### config.mk
export PLATFORM = sky130hd
export DESIGN_NAME = rainbow_fill_progress_animator_flat
export DESIGN_NICKNAME = d
export VERILOG_FILES = /design/src/rtl/core/rfpa_pkg.sv /design/src/rtl/core/rfpa_ifs.sv /design/src/rtl/core/rfpa_front.sv /design/src/rtl/core/rfpa_cmd_queue.sv /design/src/rtl/core/rfpa_back.sv /design/src/rtl/core/rainbow_fill_progress_animator.sv /design/src/flat_wrapper.sv
export SDC_FILE = /design/constraint.sdc
export NUM_CORES = 1
export LEC_CHECK = 0
export ABC_AREA = 1
export BUFFER_PORTS_ARGS = -buffer_cell sky130_fd_sc_hd__buf_2
export CAP_MARGIN = 20
export CORE_MARGIN = 2
export CORE_UTILIZATION = 65
export DETAILED_ROUTE_END_ITERATION = 12
export HOLD_SLACK_MARGIN = 0.03
export PLACE_DENSITY = 0.84
export SLEW_MARGIN = 0
export SYNTH_ARGS = -nofsm -noshare
export SYNTH_HDL_FRONTEND = slang
export SYNTH_SLANG_ARGS = --single-unit
### constraint.sdc
create_clock -name i_clk -period 15.4 [get_ports i_clk]
set_input_delay 1.54 -clock i_clk [delete_from_list [all_inputs] [get_ports i_clk]]
set_output_delay 1.54 -clock i_clk [all_outputs]
set_load 0.005 [all_outputs]
### src/rtl/core/rfpa_pkg.sv
// ----------------------------------------------------------------------------
// rfpa_pkg
// Shared constants, color codes and types of the rainbow fill animator.
// ----------------------------------------------------------------------------
package rfpa_pkg;

    localparam int LED_COUNT       = 8;
    localparam int LED_IDX_W       = 3;
    localparam int CYCLES_W        = 4;
    localparam int HOLD_W          = 8;
    localparam int DELAY_W         = 16;
    localparam int TIME_W          = 32;
    localparam int CODE_W          = 4;
    localparam int RAINBOW_COLORS  = 7;
    localparam int CMD_QUEUE_DEPTH = 2;

    // floor(x / 100) == (x * DIV100_MAGIC) >> DIV100_SHIFT for any 32-bit x
    localparam logic [TIME_W-1:0] DIV100_MAGIC = 32'h51EB_851F;
    localparam int                DIV100_SHIFT = 37;

    localparam logic [CODE_W-1:0] CODE_BLACK = 4'd0;
    localparam logic [CODE_W-1:0] CODE_WHITE = 4'd1;
    localparam logic [CODE_W-1:0] CODE_RED   = 4'd2;
    localparam logic [CODE_W-1:0] CODE_MAX   = 4'd8;

    localparam logic OP_TICK    = 1'b0;
    localparam logic OP_RESTART = 1'b1;

    localparam int APB_ADDR_W = 3;
    localparam int APB_DATA_W = 32;
    localparam logic REG_STEP_DELAY = 1'b0;
    localparam logic REG_HOLD_STEPS = 1'b1;

    typedef struct packed {
        logic [DELAY_W-1:0] step_delay_ms;
        logic [HOLD_W-1:0]  hold_steps;
    } t_cfg;

    // One frame request from the front end to the LED sequencer
    typedef struct packed {
        logic                 restart;
        logic                 lit;
        logic [CYCLES_W-1:0]  cycles_pre;
        logic [LED_IDX_W-1:0] fill_pre;
        logic [LED_IDX_W-1:0] fill_post;
        logic [CODE_W-1:0]    colour;
        logic                 done;
    } t_frame_cmd;

endpackage

### src/rtl/core/rfpa_ifs.sv
// ----------------------------------------------------------------------------
// rfpa_ifs
// Valid/ready channels for tick requests and per-LED results.
// ----------------------------------------------------------------------------
interface rfpa_in_if;
    import rfpa_pkg::*;

    logic              valid;
    logic              ready;
    logic              operation;
    logic [TIME_W-1:0] now_ms;

    modport source (output valid, output operation, output now_ms, input ready);
    modport sink   (input valid, input operation, input now_ms, output ready);
endinterface

interface rfpa_out_if;
    import rfpa_pkg::*;

    logic                 valid;
    logic                 ready;
    logic [LED_IDX_W-1:0] led_index;
    logic [CODE_W-1:0]    color_code;
    logic                 last_in_frame;
    logic                 animation_done;

    modport source (output valid, output led_index, output color_code,
                    output last_in_frame, output animation_done, input ready);
    modport sink   (input valid, input led_index, input color_code,
                    input last_in_frame, input animation_done, output ready);
endinterface

### src/rtl/core/rfpa_front.sv
// ----------------------------------------------------------------------------
// rfpa_front
// Accepts requests, checks the step delay, advances the animation counters
// and queues one frame request per restart or accepted step.
// ----------------------------------------------------------------------------
module rfpa_front (
    input  logic                i_clk,
    input  logic                i_rst_n,
    input  rfpa_pkg::t_cfg      i_cfg,
    rfpa_in_if.sink             i_req,
    input  logic                i_queue_full,
    output logic                o_push,
    output rfpa_pkg::t_frame_cmd o_cmd
);
    import rfpa_pkg::*;

    logic [TIME_W-1:0]    r_last_step_time, n_last_step_time;
    logic [LED_IDX_W-1:0] r_rainbow_index,  n_rainbow_index;
    logic [HOLD_W-1:0]    r_hold_counter,   n_hold_counter;
    logic [LED_IDX_W-1:0] r_fill_position,  n_fill_position;
    logic [CYCLES_W-1:0]  r_cycles_done,    n_cycles_done;

    logic                 accept;
    logic                 restart;
    logic                 step;
    logic [TIME_W-1:0]    elapsed;
    logic [2*TIME_W-1:0]  div_prod;
    logic [LED_IDX_W-1:0] colour_idx;
    logic [HOLD_W-1:0]    hold_base;

    assign i_req.ready = !i_queue_full;
    assign accept      = i_req.valid && i_req.ready;
    assign restart     = accept && (i_req.operation == OP_RESTART);
    assign elapsed     = i_req.now_ms - r_last_step_time;
    assign step        = accept && (i_req.operation == OP_TICK)
                         && (elapsed >= TIME_W'(i_cfg.step_delay_ms));
    assign o_push      = restart || step;

    // Blink phase from bit 0 of now_ms / 100; product lands in the queue register
    assign div_prod   = i_req.now_ms * DIV100_MAGIC;
    assign colour_idx = (r_rainbow_index >= LED_IDX_W'(RAINBOW_COLORS))
                        ? '0 : r_rainbow_index;

    always_comb begin
        n_last_step_time = r_last_step_time;
        n_rainbow_index  = r_rainbow_index;
        n_hold_counter   = r_hold_counter;
        n_fill_position  = r_fill_position;
        n_cycles_done    = r_cycles_done;
        hold_base        = r_hold_counter;
        if (restart) begin
            n_last_step_time = '0;
            n_rainbow_index  = '0;
            n_hold_counter   = '0;
            n_fill_position  = '0;
            n_cycles_done    = '0;
        end else if (step) begin
            n_last_step_time = i_req.now_ms;
            if (r_cycles_done < CYCLES_W'(LED_COUNT)) begin
                if (r_hold_counter >= i_cfg.hold_steps) begin
                    hold_base = '0;
                    if (r_fill_position != '0) begin
                        n_fill_position = r_fill_position - 1'b1;
                    end else begin
                        // wrap the fill; after violet add one steady white LED
                        if (r_rainbow_index >= LED_IDX_W'(RAINBOW_COLORS - 1)) begin
                            n_cycles_done   = r_cycles_done + 1'b1;
                            n_rainbow_index = '0;
                        end else begin
                            n_rainbow_index = r_rainbow_index + 1'b1;
                        end
                        n_fill_position = LED_IDX_W'(LED_COUNT - 1);
                    end
                end
                n_hold_counter = hold_base + 1'b1;
            end
        end
    end

    always_comb begin
        o_cmd.restart    = restart;
        o_cmd.lit        = !div_prod[DIV100_SHIFT];
        o_cmd.cycles_pre = r_cycles_done;
        o_cmd.fill_pre   = r_fill_position;
        o_cmd.fill_post  = n_fill_position;
        o_cmd.colour     = CODE_RED + CODE_W'(colour_idx);
        o_cmd.done       = n_cycles_done >= CYCLES_W'(LED_COUNT);
    end

    always_ff @(posedge i_clk) begin
        if (!i_rst_n) begin
            r_last_step_time <= '0;
            r_rainbow_index  <= '0;
            r_hold_counter   <= '0;
            r_fill_position  <= '0;
            r_cycles_done    <= '0;
        end else begin
            r_last_step_time <= n_last_step_time;
            r_rainbow_index  <= n_rainbow_index;
            r_hold_counter   <= n_hold_counter;
            r_fill_position  <= n_fill_position;
            r_cycles_done    <= n_cycles_done;
        end
    end

endmodule

### src/rtl/core/rfpa_cmd_queue.sv
// ----------------------------------------------------------------------------
// rfpa_cmd_queue
// Short register queue of frame requests between front end and sequencer.
// ----------------------------------------------------------------------------
module rfpa_cmd_queue #(
    parameter int DEPTH = rfpa_pkg::CMD_QUEUE_DEPTH
) (
    input  logic                 i_clk,
    input  logic                 i_rst_n,
    input  logic                 i_push,
    input  rfpa_pkg::t_frame_cmd i_cmd,
    input  logic                 i_pop,
    output logic                 o_full,
    output logic                 o_empty,
    output rfpa_pkg::t_frame_cmd o_head
);
    import rfpa_pkg::*;

    localparam int PTR_W = (DEPTH > 1) ? $clog2(DEPTH) : 1;
    localparam int CNT_W = $clog2(DEPTH + 1);

    t_frame_cmd       r_mem [DEPTH];
    logic [PTR_W-1:0] r_wr_ptr, n_wr_ptr;
    logic [PTR_W-1:0] r_rd_ptr, n_rd_ptr;
    logic [CNT_W-1:0] r_count,  n_count;
    logic             do_push;
    logic             do_pop;

    assign o_full  = (r_count == CNT_W'(DEPTH));
    assign o_empty = (r_count == '0);
    assign o_head  = r_mem[r_rd_ptr];
    assign do_push = i_push && !o_full;
    assign do_pop  = i_pop && !o_empty;

    always_comb begin
        n_wr_ptr = r_wr_ptr;
        n_rd_ptr = r_rd_ptr;
        n_count  = r_count;
        if (do_push) begin
            n_wr_ptr = (r_wr_ptr == PTR_W'(DEPTH - 1)) ? '0 : r_wr_ptr + 1'b1;
        end
        if (do_pop) begin
            n_rd_ptr = (r_rd_ptr == PTR_W'(DEPTH - 1)) ? '0 : r_rd_ptr + 1'b1;
        end
        if (do_push && !do_pop) begin
            n_count = r_count + 1'b1;
        end else if (do_pop && !do_push) begin
            n_count = r_count - 1'b1;
        end
    end

    always_ff @(posedge i_clk) begin
        if (do_push) begin
            r_mem[r_wr_ptr] <= i_cmd;
        end
    end

    always_ff @(posedge i_clk) begin
        if (!i_rst_n) begin
            r_wr_ptr <= '0;
            r_rd_ptr <= '0;
            r_count  <= '0;
        end else begin
            r_wr_ptr <= n_wr_ptr;
            r_rd_ptr <= n_rd_ptr;
            r_count  <= n_count;
        end
    end

endmodule

### src/rtl/core/rfpa_back.sv
// ----------------------------------------------------------------------------
// rfpa_back
// Walks the LEDs of the frame at the queue head, one per cycle while the
// output is not stalled, into a registered output stage.
// ----------------------------------------------------------------------------
module rfpa_back (
    input  logic                 i_clk,
    input  logic                 i_rst_n,
    input  logic                 i_empty,
    input  rfpa_pkg::t_frame_cmd i_head,
    output logic                 o_pop,
    rfpa_out_if.source           o_res
);
    import rfpa_pkg::*;

    logic                 r_valid, n_valid;
    logic [LED_IDX_W-1:0] r_led_index, n_led_index;
    logic [CODE_W-1:0]    r_color_code, n_color_code;
    logic                 r_last, n_last;
    logic                 r_done, n_done;
    logic [LED_IDX_W-1:0] r_led_cnt, n_led_cnt;

    logic                 load;
    logic                 last_led;
    logic [CYCLES_W-1:0]  led_wide;
    logic [CODE_W-1:0]    code;

    assign load     = !r_valid || o_res.ready;
    assign last_led = (r_led_cnt == LED_IDX_W'(LED_COUNT - 1));
    assign led_wide = CYCLES_W'(r_led_cnt);
    assign o_pop    = load && !i_empty && last_led;

    always_comb begin
        code = CODE_BLACK;
        if (!i_head.restart) begin
            if (led_wide < i_head.cycles_pre) begin
                // steady white left of the fill, blinking white under it
                if (r_led_cnt >= i_head.fill_pre) begin
                    code = i_head.lit ? CODE_WHITE : CODE_BLACK;
                end else begin
                    code = CODE_WHITE;
                end
            end
            if (i_head.cycles_pre < CYCLES_W'(LED_COUNT)) begin
                if (r_led_cnt >= i_head.fill_pre && led_wide >= i_head.cycles_pre) begin
                    code = i_head.colour;
                end
                if (i_head.lit && r_led_cnt == i_head.fill_post) begin
                    code = CODE_WHITE;
                end
            end
        end
    end

    always_comb begin
        n_valid      = r_valid;
        n_led_index  = r_led_index;
        n_color_code = r_color_code;
        n_last       = r_last;
        n_done       = r_done;
        n_led_cnt    = r_led_cnt;
        if (load) begin
            n_valid = !i_empty;
            if (!i_empty) begin
                n_led_index  = r_led_cnt;
                n_color_code = code;
                n_last       = last_led;
                n_done       = i_head.done;
                n_led_cnt    = last_led ? '0 : r_led_cnt + 1'b1;
            end
        end
    end

    always_ff @(posedge i_clk) begin
        if (!i_rst_n) begin
            r_valid   <= 1'b0;
            r_led_cnt <= '0;
        end else begin
            r_valid   <= n_valid;
            r_led_cnt <= n_led_cnt;
        end
    end

    always_ff @(posedge i_clk) begin
        r_led_index  <= n_led_index;
        r_color_code <= n_color_code;
        r_last       <= n_last;
        r_done       <= n_done;
    end

    assign o_res.valid          = r_valid;
    assign o_res.led_index      = r_led_index;
    assign o_res.color_code     = r_color_code;
    assign o_res.last_in_frame  = r_last;
    assign o_res.animation_done = r_done;

endmodule

### src/rtl/core/rainbow_fill_progress_animator.sv
// ----------------------------------------------------------------------------
// rainbow_fill_progress_animator
// Rainbow fill progress animation for an eight-LED strip, one frame per restart or accepted step.
// ----------------------------------------------------------------------------
// The first LED of a frame passes through the frame queue and the registered output stage.
// The sequencer emits one LED per cycle while the output is not stalled;
//   early ticks are dropped without a frame; the frame queue absorbs two frames.
// Requests arrive back to back while the queue has room.
// Reset: synchronous, active low; clears all counters, the queue and the
//   output stage, and loads step_delay_ms = 25, hold_steps = 200.
module rainbow_fill_progress_animator #(
    parameter int QUEUE_DEPTH = rfpa_pkg::CMD_QUEUE_DEPTH
) (
    input  logic                            i_clk,
    input  logic                            i_rst_n,
    rfpa_in_if.sink                         i_req,
    rfpa_out_if.source                      o_res,
    input  logic                            psel,
    input  logic                            penable,
    input  logic                            pwrite,
    input  logic [rfpa_pkg::APB_ADDR_W-1:0] paddr,
    input  logic [rfpa_pkg::APB_DATA_W-1:0] pwdata,
    output logic [rfpa_pkg::APB_DATA_W-1:0] prdata,
    output logic                            pready
);
    import rfpa_pkg::*;

    t_cfg       r_cfg, n_cfg;
    logic       cfg_wr;
    logic       reg_sel;
    t_frame_cmd push_cmd;
    t_frame_cmd head_cmd;
    logic       push;
    logic       pop;
    logic       q_full;
    logic       q_empty;

    assign pready  = 1'b1;
    assign cfg_wr  = psel && penable && pwrite && pready;
    assign reg_sel = paddr[2];

    always_comb begin
        n_cfg = r_cfg;
        if (cfg_wr) begin
            case (reg_sel)
                REG_STEP_DELAY: n_cfg.step_delay_ms = pwdata[DELAY_W-1:0];
                REG_HOLD_STEPS: n_cfg.hold_steps    = pwdata[HOLD_W-1:0];
                default:        n_cfg = r_cfg;
            endcase
        end
    end

    always_comb begin
        case (reg_sel)
            REG_STEP_DELAY: prdata = APB_DATA_W'(r_cfg.step_delay_ms);
            REG_HOLD_STEPS: prdata = APB_DATA_W'(r_cfg.hold_steps);
            default:        prdata = '0;
        endcase
    end

    always_ff @(posedge i_clk) begin
        if (!i_rst_n) begin
            r_cfg.step_delay_ms <= DELAY_W'(25);
            r_cfg.hold_steps    <= HOLD_W'(200);
        end else begin
            r_cfg <= n_cfg;
        end
    end

    rfpa_front u_front (
        .i_clk        (i_clk),
        .i_rst_n      (i_rst_n),
        .i_cfg        (r_cfg),
        .i_req        (i_req),
        .i_queue_full (q_full),
        .o_push       (push),
        .o_cmd        (push_cmd)
    );

    rfpa_cmd_queue #(
        .DEPTH (QUEUE_DEPTH)
    ) u_queue (
        .i_clk   (i_clk),
        .i_rst_n (i_rst_n),
        .i_push  (push),
        .i_cmd   (push_cmd),
        .i_pop   (pop),
        .o_full  (q_full),
        .o_empty (q_empty),
        .o_head  (head_cmd)
    );

    rfpa_back u_back (
        .i_clk   (i_clk),
        .i_rst_n (i_rst_n),
        .i_empty (q_empty),
        .i_head  (head_cmd),
        .o_pop   (pop),
        .o_res   (o_res)
    );

endmodule

### src/flat_wrapper.sv
// flat-port wrapper written by rule: the top's interface ports become plain ports
module rainbow_fill_progress_animator_flat import rfpa_pkg::*;
#(
    parameter int QUEUE_DEPTH = rfpa_pkg::CMD_QUEUE_DEPTH
)
  (i_clk, i_rst_n, psel, penable, pwrite, paddr, pwdata, prdata, pready, i_req_valid, i_req_operation, i_req_now_ms, i_req_ready, o_res_valid, o_res_led_index, o_res_color_code, o_res_last_in_frame, o_res_animation_done, o_res_ready);
  rfpa_in_if i_req_i ();
  rfpa_out_if o_res_i ();
  input  logic i_clk;
  input  logic i_rst_n;
  input  logic psel;
  input  logic penable;
  input  logic pwrite;
  input  logic [rfpa_pkg::APB_ADDR_W-1:0] paddr;
  input  logic [rfpa_pkg::APB_DATA_W-1:0] pwdata;
  output logic [rfpa_pkg::APB_DATA_W-1:0] prdata;
  output logic pready;
  input wire logic [$bits(i_req_i.valid)-1:0] i_req_valid;
  input wire logic [$bits(i_req_i.operation)-1:0] i_req_operation;
  input wire logic [$bits(i_req_i.now_ms)-1:0] i_req_now_ms;
  output wire logic [$bits(i_req_i.ready)-1:0] i_req_ready;
  output wire logic [$bits(o_res_i.valid)-1:0] o_res_valid;
  output wire logic [$bits(o_res_i.led_index)-1:0] o_res_led_index;
  output wire logic [$bits(o_res_i.color_code)-1:0] o_res_color_code;
  output wire logic [$bits(o_res_i.last_in_frame)-1:0] o_res_last_in_frame;
  output wire logic [$bits(o_res_i.animation_done)-1:0] o_res_animation_done;
  input wire logic [$bits(o_res_i.ready)-1:0] o_res_ready;
  assign i_req_i.valid = i_req_valid;
  assign i_req_i.operation = i_req_operation;
  assign i_req_i.now_ms = i_req_now_ms;
  assign i_req_ready = i_req_i.ready;
  assign o_res_valid = o_res_i.valid;
  assign o_res_led_index = o_res_i.led_index;
  assign o_res_color_code = o_res_i.color_code;
  assign o_res_last_in_frame = o_res_i.last_in_frame;
  assign o_res_animation_done = o_res_i.animation_done;
  assign o_res_i.ready = o_res_ready;
  rainbow_fill_progress_animator #(.QUEUE_DEPTH(QUEUE_DEPTH)) u_core (.i_clk(i_clk), .i_rst_n(i_rst_n), .i_req(i_req_i), .o_res(o_res_i), .psel(psel), .penable(penable), .pwrite(pwrite), .paddr(paddr), .pwdata(pwdata), .prdata(prdata), .pready(pready));
endmodule
**Word-level counts from Yosys, hierarchy flattened**

Memory sizes are Yosys's and may differ from the RTL's. A register that Yosys moved wholly into a read port is not among the register bits.
Cells that the tools add are included.

- Eq/ne operators: 3
- Magnitude comparators: 10
- Reductions and logical operators: 31
- Multiply operators: 1
- Muxes and demuxes: 33
- Add/subtract/negate cells: 11
- Bitwise gates (word level): 5

Operators with widths:

| cell | count |
|---|---|
| 32-bit case mux with 2 select lines | 1 |
| 32-bit by 31-bit multiplier with 38-bit output, second input constant | 1 |
| 4-bit 2-to-1 mux | 9 |
| 32-bit by 16-bit greater-or-equal comparator with 1-bit output | 1 |
| 8-bit 2-to-1 mux | 4 |
| 32-bit subtractor | 1 |
| 3-bit 2-to-1 mux | 8 |
| 1-bit logical AND | 14 |
| 1-bit 2-to-1 mux | 9 |
| 8-bit by 1-bit adder with 8-bit output, second input constant | 1 |
| 8-bit greater-or-equal comparator | 1 |
| 4-bit less-than comparator, second input constant | 2 |
| 2-bit AND reduction | 4 |
| 3-bit by 1-bit adder with 3-bit output, second input constant | 2 |
| 3-bit greater-or-equal comparator, second input constant | 2 |
| 1-bit zero test | 6 |
| 1-bit inverter | 5 |
| 2-bit by 3-bit adder with 4-bit output, first input constant | 1 |
| 4-bit by 1-bit adder with 4-bit output, second input constant | 1 |
| 3-bit by 4-bit greater-or-equal comparator with 1-bit output | 1 |
| 4-bit greater-or-equal comparator, second input constant | 1 |
| 3-bit by 4-bit less-than comparator with 1-bit output | 1 |
| 2-bit 2-to-1 mux | 2 |
| 4-bit AND reduction | 1 |
| 13 further kinds | 15 |

- Input bits: 75
- Memory bits (writable): 34
- Memories: 1
- Output and inout bits: 44
- Logic and storage cells: 111
- Register bits: 91

Memory list:

| name | depth | width | rd ports | clocked after memory_dff | write ports | RTL line | source |
|---|---|---|---|---|---|---|---|
| u_core.u_queue.r_mem | 2 | 17 | 1 | 1 | 1 | rfpa_cmd_queue.sv:22 | `t_frame_cmd r_mem [DEPTH];` |

**Depth between registers and ports, before layout**

- Depth in word-level cells: 11
- Depth in mapped cells: 26
- Mapped depth without buffers: 26

**Modules after synthesis**

A second synthesis with hierarchy kept.

- Cell total of the unflattened synthesis: 2423
- Area, all modules: 19867.8 um^2

Modules (own cells, without submodules):

| module | cells each | times used | sequential area each (um^2) | area each (um^2) |
|---|---|---|---|---|
| rfpa_front | 2038 | 1 | 1001.0 | 16258.1 |
| rfpa_cmd_queue | 91 | 1 | 1121.1 | 1526.5 |
| rainbow_fill_progress_animator | 206 | 1 | 480.5 | 1302.5 |
| rfpa_back | 88 | 1 | 350.3 | 780.7 |

**Worst setup path after synthesis**

No wires, ideal clock.

- Path kind: input port to flip-flop
- Start point: input i_req_now_ms[19]
- End point: memory u_core.u_queue.r_mem[0][15] (netlist bit), data pin
- Buffers on the path: 0
- Path slack: 8.542 ns
- Arrival: 6.590 ns
- Library setup time: 0.267 ns
- Stages: 22
- Cell sequence: inv_1 fa_1 inv_1 fa_1 inv_1 fa_1 inv_1 fa_1 fa_1 fa_1 inv_1 fa_1 inv_1 ha_1 a21oi_1 nor2_1 a211oi_1 o21ai_0 a221oi_1 nand2_1 a31oi_1 xor2_1

RTL lines:

| item | RTL line | source |
|---|---|---|
| start: declaration | flat_wrapper.sv:20 | `input wire logic [$bits(i_req_i.now_ms)-1:0] i_req_now_ms;` |
| end: declaration | rfpa_cmd_queue.sv:22 |  |

==> flow_metrics.env <==
export IMPL_status="completed"
export IMPL_antenna_found_initial=0
export IMPL_vdd_drop_max_uv=508.4
export IMPL_swShare_pct=52.79
export IMPL_synth_edff_count=43
export IMPL_post_drt_wl_per_cell_um=16.67
export IMPL_design_die_area_mm2=0.03101
export IMPL_grt_pass1_vias=15820
export IMPL_drt_wl_total_um=46480
export IMPL_setup_slack_ps=7929
export IMPL_initial_core_util_pct=65.48
export IMPL_crit_path_end_kind="flip-flop"
export IMPL_syn_cell_area_mm2=0.01925
export IMPL_rows=63
export IMPL_n_fill_cell=2219
export IMPL_min_period_ps=7471
export IMPL_total_power_mw=4.839
export IMPL_drive_gt1_share_pct=7.381
export IMPL_worst_setup_path_type="primary input to flip-flop"
export IMPL_maxCapViolCount=0
export IMPL_fmax_mhz=133.9
export IMPL_yosysTopAreaCell="fa_1"
export IMPL_crit_arrival_ps=7720
export IMPL_async_reset_ff_share_pct=0
export IMPL_via_per_inst=5.361
export IMPL_vias=14950
export IMPL_clock_latency_ps=430
export IMPL_cts_setup_buffers=0
export IMPL_grt_max_degree=70
export IMPL_hold_viol_final=0
export IMPL_synth_area_top_cells="fa_1 (28%), ha_1 (19%), inv_1 (13%), dfxtp_1 (8.6%), nand2_1 (7.2%)"
export IMPL_fin_setup_tns_ps=0
export IMPL_drtPass1Iterations=5
export IMPL_leakagePower_nw=11.13
export IMPL_yosysUniqueCellTypes=45
export IMPL_route_detailed_drc=0
export IMPL_power_frac_comb_pct=82.8
export IMPL_seq_area_frac_synth_pct=15.34
export IMPL_cts_buffers=17
export IMPL_grt_overflow_total=0
export IMPL_yosys_warnings=0
export IMPL_netlist_area_leader_share_pct=27.87
export IMPL_ios=119
export IMPL_clock_path_buffers=2
export IMPL_tightestPinTransition_ps=884.9
export IMPL_p_switching_mw=2.555
export IMPL_setup_viol=0
export IMPL_drt_iter0_drc=982
export IMPL_skew_ps=11.09
export IMPL_dpl_worst_slack_ps=7419
export IMPL_final_antenna_net_count=0
export IMPL_rsz0062_at_grt="false"
export IMPL_cts_sinks=126
export IMPL_synth_ff_type="dfxtp_1"
export IMPL_clockPowerShare_pct=8.3
export IMPL_die_w_um=176.1
export IMPL_ctsHoldBuffers=0
export IMPL_synth_area_per_cell_um2=8.353
export IMPL_nets=3024
export IMPL_grtUsageTotal_pct=31.93
export IMPL_power_frac_seq_pct=9.0
export IMPL_core_area_mm2=0.02940
export IMPL_maxSlewViolCount=0
export IMPL_gp_congestion=0.9732
export IMPL_dp_hpwl_um=38460
export IMPL_ctsResizeCount=0
export IMPL_postSynthCellCount=2305
export IMPL_cts_tree="yes"
export IMPL_die_y_um=176.1
export IMPL_diodes=0
export IMPL_power_density_mw_per_mm2=235.6
export IMPL_crit_required_ps=15650
export IMPL_min_period_over_period_pct=48.51
export IMPL_portBuffers=83
export IMPL_clkTransAtPathRegs_ps=60
export IMPL_hp_class="flip-flop to flip-flop"
export IMPL_areaGrowthSynthToFinish_pct=6.668
export IMPL_maxSlewHeadroom_pct=41.01
export IMPL_cts_root_buf="clkbuf_16"
export IMPL_cts_htree_levels=4
export IMPL_ys_seq_elements=126
export IMPL_start_kind="primary input"
export IMPL_grt_pass1_wl_um=77000
export IMPL_p_int_mw=2.284
export IMPL_worstPathMaxFanout=9
[flip-flops by register name, indices dropped and copies added (netlist names), named ones only]
signal                              count
u_core.u_front.r_cycles_done            4
u_core.u_front.r_fill_position          3
u_core.u_back.o_res.led_index           3
u_core.u_queue.r_count                  2
u_core.u_queue.r_rd_ptr                 1
u_core.u_front.r_last_step_time        32
u_core.u_back.r_led_cnt                 3
u_core.u_front.r_rainbow_index          3
u_core.u_back.o_res.valid               1
u_core.u_back.o_res.color_code          4
u_core.r_cfg                           24
u_core.u_back.o_res.animation_done      1
u_core.u_queue.r_wr_ptr                 1
u_core.u_front.r_hold_counter           8
u_core.u_back.o_res.last_in_frame       1
u_core.u_queue.r_mem                   34
[cells in the mapped netlist (all sizes together) (8+ instances only)]
master,instances
inv,691
nand2,378
ha,296
fa,268
a21oi,119
nor2,107
o21ai,92
dfxtp,83
nand3,60
edfxtp,43
xor2,32
buf,26
nand4,24
xnor2,21
clkbuf,17
nor3,10
mux2i,8
[layer usage]
layer,GRT usage (%),share of wire [%],vias to the layer above
li1,-,-,7085
met1,38.54,39,7241
met2,58.06,52,502
met3,4.113,5.6,118
met4,12.22,3.8,0
met5,0,0,-
[final timing paths]
path,startpoint,to,slack [ps],cells past startpoint
min reg2reg,u_core.u_front.r_last_step_time[23],u_core.u_front.r_last_step_time[23],460,2
max reg2reg,u_core.u_front.r_last_step_time[0],u_core.u_queue.r_count[1],10160,24
max,i_req_now_ms[19],u_core.u_queue.r_mem[0][15],7930,23
min,u_core.u_front.r_last_step_time[23],u_core.u_front.r_last_step_time[23],460,2
[per-stage QoR]
step                area [um^2]  hold slack, ps  utilization, %  cells
floorplan                 19310           425.6               -   2320
global placement          19940           436.3           67.80   2755
detailed placement        19940           447.9           67.80   2755
CTS                       20510           464.5           69.76   2787
global route              20540           483.4           69.85   2788
finish                    20540           464.5           69.85   2788
[worst max-delay path: stages]
cell and delay (ps):
buf_2 280, inv_1 230, fa_1 570, inv_1 50, fa_1 490, inv_1 50, fa_1 480, inv_1 50
fa_1 520, fa_1 450, fa_1 560, inv_1 60, fa_1 540, inv_1 50, ha_1 300, a21oi_1 180
nor2_1 50, a211oi_1 240, o21ai_0 160, a221oi_1 270, nand2_1 160, a31oi_1 190, xor2_1 240
[layout make-up]
class,instances,area (um^2),area share [%]
sequential,126,2953,14.38
clock buffer,17,425.4,2.071
multi-input combinational,1458,13440,65.44
timing repair buffer,89,480.5,2.339
inverter,693,2601,12.67
clock inverter,15,148.9,0.7250
tap,390,488.0,2.376
[power groups by stage]
stage / clock network (mW) / registers, mW / logic, mW
floorplan: 0 / 0.438 / 2.87
global placement: 0 / 0.439 / 3.65
detailed placement: 0 / 0.441 / 3.96
CTS: 0.404 / 0.434 / 4.01
global route: 0.416 / 0.436 / 4.66
finish: 0.399 / 0.434 / 4.01
[cell usage in the layout, fill, tap and decap left out, drive strengths merged, types with 4 or more instances in the layout]
| master | Yosys | layout |
|---|---|---|
| inv | 691 | 701 |
| nand2 | 378 | 378 |
| ha | 296 | 296 |
| fa | 268 | 268 |
| a21oi | 119 | 119 |
| nor2 | 107 | 107 |
| o21ai | 92 | 92 |
| buf | 26 | 89 |
| dfxtp | 83 | 83 |
| nand3 | 60 | 60 |
| edfxtp | 43 | 43 |
| xor2 | 32 | 32 |
| nand4 | 24 | 24 |
| xnor2 | 21 | 21 |
| conb | 2 | 17 |
| clkbuf | 17 | 17 |
| nor3 | 10 | 10 |
| mux2i | 8 | 8 |
| and2 | 4 | 4 |
| o211ai | 4 | 4 |
[cell families (layout without fill, tap and decap cells)]
kind of cell               after synthesis  after routing  share of synthesized area (%)
AOI/OAI and AO/OA                      231            231                          6.876
other                                    2             17                        0.03901
and+or+nand+nor                        585            585                          12.67
adders and majority gates              564            564                          47.10
DFF                                    126            126                          15.34
xor gates and xnor gates                53             53                          2.411
buffers and inverters                  736            814                          15.15
muxes                                    8              8                         0.4159
(Power assumes the default switching activity.)
